<file path="config.mk">
export PLATFORM = sky130hd
export DESIGN_NAME = dotted_network_number_parser
export DESIGN_NICKNAME = d
export VERILOG_FILES = /design/src/sv/dnnp_pkg.sv /design/src/sv/dotted_network_number_parser.sv
export SDC_FILE = /design/constraint.sdc
export NUM_CORES = 1
export LEC_CHECK = 0
export ABC_AREA = 1
export ABC_CLOCK_PERIOD_IN_PS = 3000
export BUFFER_PORTS_ARGS = -buffer_cell sky130_fd_sc_hd__buf_2
export CORE_MARGIN = 1.5
export CORE_UTILIZATION = 45
export CTS_BUF_LIST = sky130_fd_sc_hd__clkbuf_8 sky130_fd_sc_hd__clkbuf_16
export DETAILED_ROUTE_END_ITERATION = 10
export GPL_TIMING_DRIVEN = 0
export PLACE_DENSITY = 0.76
export SYNTH_ARGS = -nofsm -noshare
export SYNTH_HDL_FRONTEND = slang
export SYNTH_SLANG_ARGS = --single-unit
</file>
<file path="constraint.sdc">
create_clock -name clk -period 3 [get_ports clk]
set_clock_uncertainty 0.1 [all_clocks]
set_input_delay 0.45 -clock clk [delete_from_list [all_inputs] [get_ports clk]]
set_output_delay 0.45 -clock clk [all_outputs]
set_load 0.05 [all_outputs]
</file>
<file path="src/sv/dnnp_pkg.sv">
`default_nettype none
// ----------------------------------------------------------------------------
// dnnp_pkg
// shared types and constants for the dotted network number parser
// ----------------------------------------------------------------------------
package dnnp_pkg;

  localparam int unsigned MAX_PARTS = 4;

  localparam logic [7:0] CH_NUL   = 8'h00;
  localparam logic [7:0] CH_ZERO  = 8'h30;
  localparam logic [7:0] CH_EIGHT = 8'h38;
  localparam logic [7:0] CH_NINE  = 8'h39;
  localparam logic [7:0] CH_DOT   = 8'h2e;
  localparam logic [7:0] CH_LOW_X = 8'h78;
  localparam logic [7:0] CH_UP_X  = 8'h58;
  localparam logic [7:0] CH_LOW_A = 8'h61;
  localparam logic [7:0] CH_LOW_F = 8'h66;
  localparam logic [7:0] CH_SPACE = 8'h20;
  localparam logic [7:0] CH_TAB   = 8'h09;
  localparam logic [7:0] CH_CR    = 8'h0d;
  localparam logic [7:0] CASE_BIT = 8'h20;

  localparam logic [8:0] PART_MAX = 9'h0ff;

  typedef enum logic [1:0] {
    PH_START  = 2'd0,
    PH_ZERO   = 2'd1,
    PH_DIGITS = 2'd2,
    PH_DONE   = 2'd3
  } phase_t;

  typedef enum logic [1:0] {
    RAD_DEC = 2'd0,
    RAD_OCT = 2'd1,
    RAD_HEX = 2'd2
  } radix_t;

endpackage : dnnp_pkg
`default_nettype wire

</file>
<file path="src/sv/dotted_network_number_parser.sv">
`default_nettype none
// ----------------------------------------------------------------------------
// dotted_network_number_parser
// parses a dotted network number one character per request
//
//   channel  dir  fields
//   s_*      in   s_tdata[7:0] = char_in
//   m_*      out  m_tdata[31:0] = net_value, m_tuser[0] = bad_string
//
// one character per cycle unless a nul waits on a stalled result; a request
// is held in the input register and parsed on the way into the parse state
// and the result register; a nul character puts one result on m_*
// reset clears the parse state and both valid flags
// a stalled result holds only a nul in the input register; other characters
// keep flowing while the result waits
// ----------------------------------------------------------------------------
module dotted_network_number_parser
  import dnnp_pkg::*;
(
  input  wire logic        clk,
  input  wire logic        rst,
  input  wire logic        s_tvalid,
  output logic             s_tready,
  input  wire logic [7:0]  s_tdata,   // [7:0] char_in
  output logic             m_tvalid,
  input  wire logic        m_tready,
  output logic [31:0]      m_tdata,   // [31:0] net_value
  output logic             m_tuser    // [0] bad_string
);

  logic       in_valid;
  logic [7:0] in_char;

  phase_t      phase, phase_next;
  radix_t      radix_mode, radix_mode_next;
  logic [8:0]  part_value, part_value_next;
  logic        part_too_big, part_too_big_next;
  logic        saw_digit, saw_digit_next;
  logic [2:0]  parts_done, parts_done_next;
  logic [31:0] packed_parts, packed_parts_next;
  logic        error_seen, error_seen_next;

  logic        is_nul, is_x, is_space, is_dec, is_hex_letter, active, proc;
  logic [7:0]  low_char;
  logic [3:0]  digit;
  logic [11:0] scaled, sum;

  assign is_nul  = (in_char == CH_NUL);
  assign proc    = in_valid && (!is_nul || !m_tvalid || m_tready);
  assign s_tready = !in_valid || proc;

  assign low_char      = in_char | CASE_BIT;
  assign is_x          = (in_char == CH_LOW_X) || (in_char == CH_UP_X);
  assign is_space      = (in_char == CH_SPACE) || ((in_char >= CH_TAB) && (in_char <= CH_CR));
  assign is_dec        = (in_char >= CH_ZERO) && (in_char <= CH_NINE);
  assign is_hex_letter = (radix_mode == RAD_HEX) && (low_char >= CH_LOW_A) &&
                         (low_char <= CH_LOW_F);
  assign active        = !error_seen && (phase != PH_DONE);
  assign digit         = is_dec ? 4'(in_char - CH_ZERO) : 4'(low_char - CH_LOW_A + 8'd10);

  always_comb begin
    case (radix_mode)
      RAD_HEX: scaled = {part_value[7:0], 4'b0};
      RAD_OCT: scaled = {1'b0, part_value[7:0], 3'b0};
      default: scaled = {1'b0, part_value[7:0], 3'b0} + {3'b0, part_value[7:0], 1'b0};
    endcase
  end

  assign sum = scaled + {8'b0, digit};

  always_comb begin
    phase_next        = phase;
    radix_mode_next   = radix_mode;
    part_value_next   = part_value;
    part_too_big_next = part_too_big;
    saw_digit_next    = saw_digit;
    parts_done_next   = parts_done;
    packed_parts_next = packed_parts;
    error_seen_next   = error_seen;
    if (active) begin
      if ((phase == PH_START) && (in_char == CH_ZERO)) begin
        saw_digit_next  = 1'b1;
        radix_mode_next = RAD_OCT;
        phase_next      = PH_ZERO;
      end else if (((phase == PH_START) || (phase == PH_ZERO)) && is_x) begin
        radix_mode_next = RAD_HEX;
        phase_next      = PH_DIGITS;
      end else begin
        phase_next = PH_DIGITS;
        if (is_dec && (radix_mode == RAD_OCT) && (in_char >= CH_EIGHT)) begin
          error_seen_next = 1'b1;
        end else if (is_dec || is_hex_letter) begin
          if (!part_too_big) begin
            part_value_next = sum[8:0];
            if (sum > {3'b0, PART_MAX}) begin
              part_too_big_next = 1'b1;
            end
          end
          saw_digit_next = 1'b1;
        end else if (!saw_digit || (parts_done >= 3'(MAX_PARTS)) || part_too_big ||
                     !(is_nul || (in_char == CH_DOT) || is_space)) begin
          error_seen_next = 1'b1;
        end else begin
          packed_parts_next = {packed_parts[23:0], part_value[7:0]};
          parts_done_next   = parts_done + 3'd1;
          if (in_char == CH_DOT) begin
            phase_next        = PH_START;
            radix_mode_next   = RAD_DEC;
            part_value_next   = '0;
            part_too_big_next = 1'b0;
            saw_digit_next    = 1'b0;
          end else begin
            phase_next = PH_DONE;
          end
        end
      end
    end
  end

  always_ff @(posedge clk) begin
    if (rst) begin
      in_valid <= 1'b0;
    end else if (s_tready) begin
      in_valid <= s_tvalid;
    end
  end

  always_ff @(posedge clk) begin
    if (s_tready && s_tvalid) begin
      in_char <= s_tdata;
    end
  end

  always_ff @(posedge clk) begin
    if (rst || (proc && is_nul)) begin
      phase        <= PH_START;
      radix_mode   <= RAD_DEC;
      part_value   <= '0;
      part_too_big <= 1'b0;
      saw_digit    <= 1'b0;
      parts_done   <= '0;
      packed_parts <= '0;
      error_seen   <= 1'b0;
    end else if (proc) begin
      phase        <= phase_next;
      radix_mode   <= radix_mode_next;
      part_value   <= part_value_next;
      part_too_big <= part_too_big_next;
      saw_digit    <= saw_digit_next;
      parts_done   <= parts_done_next;
      packed_parts <= packed_parts_next;
      error_seen   <= error_seen_next;
    end
  end

  always_ff @(posedge clk) begin
    if (rst) begin
      m_tvalid <= 1'b0;
    end else if (proc && is_nul) begin
      m_tvalid <= 1'b1;
    end else if (m_tready) begin
      m_tvalid <= 1'b0;
    end
  end

  always_ff @(posedge clk) begin
    if (proc && is_nul) begin
      m_tdata <= error_seen_next ? '1 : packed_parts_next;
      m_tuser <= error_seen_next;
    end
  end

  // error results always carry all ones
  assert property (@(posedge clk) disable iff (rst) (m_tvalid && m_tuser) |-> (m_tdata == '1))
    else $error("error result without all-ones value");

  assert property (@(posedge clk) disable iff (rst) parts_done <= 3'(MAX_PARTS))
    else $error("part count beyond limit");

  assert property (@(posedge clk) disable iff (rst) (phase == PH_DONE) |-> !error_seen)
    else $error("closed number with error flag");

  assert property (@(posedge clk) disable iff (rst)
                   (proc && is_nul) |=> (parts_done == '0) && !error_seen && m_tvalid)
    else $error("end of string did not clear state or raise result");

endmodule : dotted_network_number_parser
`default_nettype wire
</file>
==> results summary <==
The initialized floorplan defines 38 standard-cell rows. The die outline area came out at 11900 um2. The achievable frequency is 338.5 MHz. The count of fill cells added during filler insertion came out at 1002. The initial antenna violation count was 0. The max-slew violation count is 0.

The total global routing track utilization is 0.1953. The startpoint identified for the worst register-to-register timing path is in_char[1]. The least setup slack across all paths after layout is 46.16 ps.

On the critical path, the stage with the largest delay is an instance of sky130_fd_sc_hd__edfxtp_1. The first-pass detailed-route iteration total came out at 5. sky130_fd_sc_hd__nand2_1 is the most common cell in the netlist. The total half-perimeter wirelength after legalization and detailed placement came out at 8282 um. The final routed wirelength across all metal layers came out at 11320 um. The critical path required time came out at 3170 ps. The minimum clock period came out at 2954 ps. The run finished with clean final reports. In this run, synthesis inferred 41 flip-flops with an integrated enable.

The final estimated routing congestion in global placement came out at 0.8851. The synthesized area is 5064 um2. In the post-synthesis netlist, the biggest area contributors are sky130_fd_sc_hd__edfxtp_1, sky130_fd_sc_hd__dfxtp_1, sky130_fd_sc_hd__nand2_1, sky130_fd_sc_hd__o21ai_0, sky130_fd_sc_hd__inv_1.

Counting every instance in the synthesized netlist gives 644. The number of unique standard cell types used by synthesis is 38. A synthesized cell averages 7.863 um2.

In this run, the number of DRC markers left after iteration 0 of detailed routing was 346. Of all nets on the critical path, the largest fanout is 5. The register cell area after layout came out at 2273 um2.

STA classifies the critical path startpoint as a flip-flop. The horizontal die dimension is 109.1 um. Setup violations remaining at the end of the flow were counted as 0.

The total congestion overflow after global routing is 0. The worst register-to-register path ends at part_too_big. The TritonCTS clock tree is done. The worst path buffer plus inverter count came out at 5. The maximum number of pins on one net before global-route repair is 34. The number of global-route vias before repair came out at 4059. For this run, the share of the core covered by cells in the final layout is 0.5378. The async set-reset flop share out of synthesis is 0.

The relative slew slack came out at 0.5473. The final net count is 743. After detailed routing, the average wire length per cell comes to 13.19 um.

The starting utilization of the core area is 0.4651. After synthesis the netlist holds a flip-flop and latch count of 93. The data arrival time of the critical path came out at 3120 ps. The count of boundary I/O pins came out at 47. The total core area came out at 10890 um2. No sink is reached through more buffers than the 2 on the longest clock path.

The accumulated negative setup slack is 0 ps. The depth of the worst register-to-register path came out at 23. The startpoint of the most critical hold path is s_tdata[2]. On the critical path the largest part of the delay comes from simple AND/OR/NAND/NOR gates. The number of buffers added by the clock tree synthesis step is 9. For this design the static power due to leakage is 2.408 nW. The path class of the tightest hold or removal check is input pin to flip-flop.

The share of the yosys chip area belonging to registers came out at 0.4487. The area of the multi-input gates is 2381 um2. The height of the die is 109.1 um. Dividing the detail-routed via count by the number of cells gives 5.179. The most numerous cell on the critical path is sky130_fd_sc_hd__nand2_2. The number of hold violations in the final report came out at 0. For this run, the leading register cell type out of synthesis is sky130_fd_sc_hd__dfxtp_1. The detailed-route DRC error count came out at 0. The number of I/O port buffers is 46. The number of nets still failing antenna checks after routing is 0. In this run, post-CTS hold repair placed 0 buffers. The pin slew with the least headroom to its limit came out at 677.6 ps.

The level count of the clock H-tree is 3. The critical path goes through inv_2 > ha_4 > nand2_4 > nand2_2 > clkinv_1 > nand2_2 > nand2_4 > o21ai_2 > ha_2 > inv_2 > fa_2 > inv_2 > nand2_2 > nand2_2 > nand3_4 > nor2_4 > nand3_2 > nor2_2 > a21oi_1 > nor2_1 > nand3_1 > nand2_1 > inv_1. The number of nets handed over by synthesis was 674.

The via total after detailed routing is 4444. The proportion of netlist area held by the largest area contributor is 0.2431. The flop-to-flop setup slack is 50 ps. The worst slack at placement is -346.1 ps. Relative to the synthesized area, the layout overhead comes to 15.64%. The clock edge transition at the registers on the reported setup and hold paths is 100 ps.

The worst setup path is captured at a flip-flop. The number of maximum-capacitance violations came out at 0. The part of the cycle the worst path needs came out at 0.9846. The source-to-sink clock delay at the later pin of the worst-skew pair came out at 380 ps. The number of antenna diodes in the final layout is 0. The cell count of the worst hold path is 1. The worst-case vdd ir drop is 0.2263 mV. The global-route wire length before repair is 18200 um. The largest area contributor in the synthesized netlist is sky130_fd_sc_hd__edfxtp_1. The warning count from the yosys run came out at 0. For this design the ratio of total power to cell area is 407.7 nW/um2. Clock tree synthesis found a total of 93 sinks. The commonest cells after synthesis are sky130_fd_sc_hd__nand2_1, sky130_fd_sc_hd__inv_1, sky130_fd_sc_hd__o21ai_0, sky130_fd_sc_hd__a21oi_1, sky130_fd_sc_hd__dfxtp_1.

The library cell used as clock root buffer is sky130_fd_sc_hd__clkbuf_8. Setup repair after global routing could not meet its margin everywhere. The share of final-layout standard cells stronger than drive strength 1 is 0.2340. The critical path in this run is classified as flip-flop to flip-flop.

For hold timing, the worst endpoint is in_char[2]. The delay of the slowest cell on the worst path came out at 430 ps.
power breakdown:
group          leakage, nW  internal, mW  switching [mW]
combinational         1.53        0.0814           0.130
sequential           0.783          1.35          0.0137
clock               0.0980         0.321           0.494
total                 2.41          1.75           0.638
worst max-delay path by stage:
stage                  start  cells after the start      endpoint
4_1_cts           in_char[0]                     22  part_too_big
6_report          in_char[1]                     23  part_too_big
3_5_place_dp   radix_mode[0]                     21  part_too_big
2_1_floorplan     in_char[0]                     23  part_too_big
3_3_place_gp   radix_mode[0]                     21  part_too_big
5_1_grt           in_char[1]                     23  part_too_big
state kept, by name, indices dropped and copies added, names as in the netlist:
| signal | cells |
|---|---|
| error_seen | 1 |
| in_char | 8 |
| in_valid | 1 |
| m_tdata | 32 |
| m_tuser | 1 |
| m_tvalid | 1 |
| packed_parts | 32 |
| part_too_big | 1 |
| part_value | 8 |
| parts_done | 3 |
| phase | 2 |
| radix_mode | 2 |
| saw_digit | 1 |
cell usage in the layout, fill, tap and decap left out, types with 10 or more instances in the layout:
cell / n
sky130_fd_sc_hd__nor2_1: 38
sky130_fd_sc_hd__edfxtp_1: 41
sky130_fd_sc_hd__clkbuf_8: 10
sky130_fd_sc_hd__ha_1: 12
sky130_fd_sc_hd__nand2_2: 20
sky130_fd_sc_hd__inv_1: 73
sky130_fd_sc_hd__buf_4: 15
sky130_fd_sc_hd__o21ai_0: 75
sky130_fd_sc_hd__dfxtp_1: 51
sky130_fd_sc_hd__nand3_1: 45
sky130_fd_sc_hd__buf_2: 56
sky130_fd_sc_hd__a21oi_1: 52
sky130_fd_sc_hd__nand2_1: 142
timing repair:
item,in CTS,in global routing
setup endpoints to repair,2,3
setup buffers,6,6
resized for setup,17,16
pin swaps,4,10
final cells by class:
type | count | area share
Tap cell | 140 | 0.02991
Buffer | 25 | 0.03141
Multi-Input combinational cell | 440 | 0.4066
Inverter | 86 | 0.05662
Timing Repair Buffer | 58 | 0.05534
Clock buffer | 9 | 0.02115
Clock inverter | 7 | 0.01068
Sequential cell | 93 | 0.3882
per-layer routing:
layer | vias to the layer above | track usage | part of all wire
li1 | 2241 | - | -
met1 | 2027 | 0.2563 | 0.45
met2 | 155 | 0.3161 | 0.47
met3 | 21 | 0.03527 | 0.059
met4 | 0 | 0.08177 | 0.019
met5 | - | 0 | 0
cell families after synthesis:
group,count (synthesis),synth area share
simple gates,281,0.2577
compound gates,137,0.1406
buf+inv,111,0.09859
flops,93,0.4487
fa+ha+maj,18,0.04744
xor+xnor,4,0.006918
through the flow:
stage / power, mW / instance area, um2 / hold WS (ps) / instances
global route: 2.469 / 5856 / 137.7 / 858
global placement: 1.572 / 5469 / 349.0 / 830
floorplan: 1.532 / 5064 / 335.4 / 644
detailed placement: 1.577 / 5469 / 355.2 / 830
CTS: 2.379 / 5756 / 142.3 / 852
finish: 2.387 / 5856 / 148.0 / 858
No activity file was read; power rests on OpenSTA's default activity.
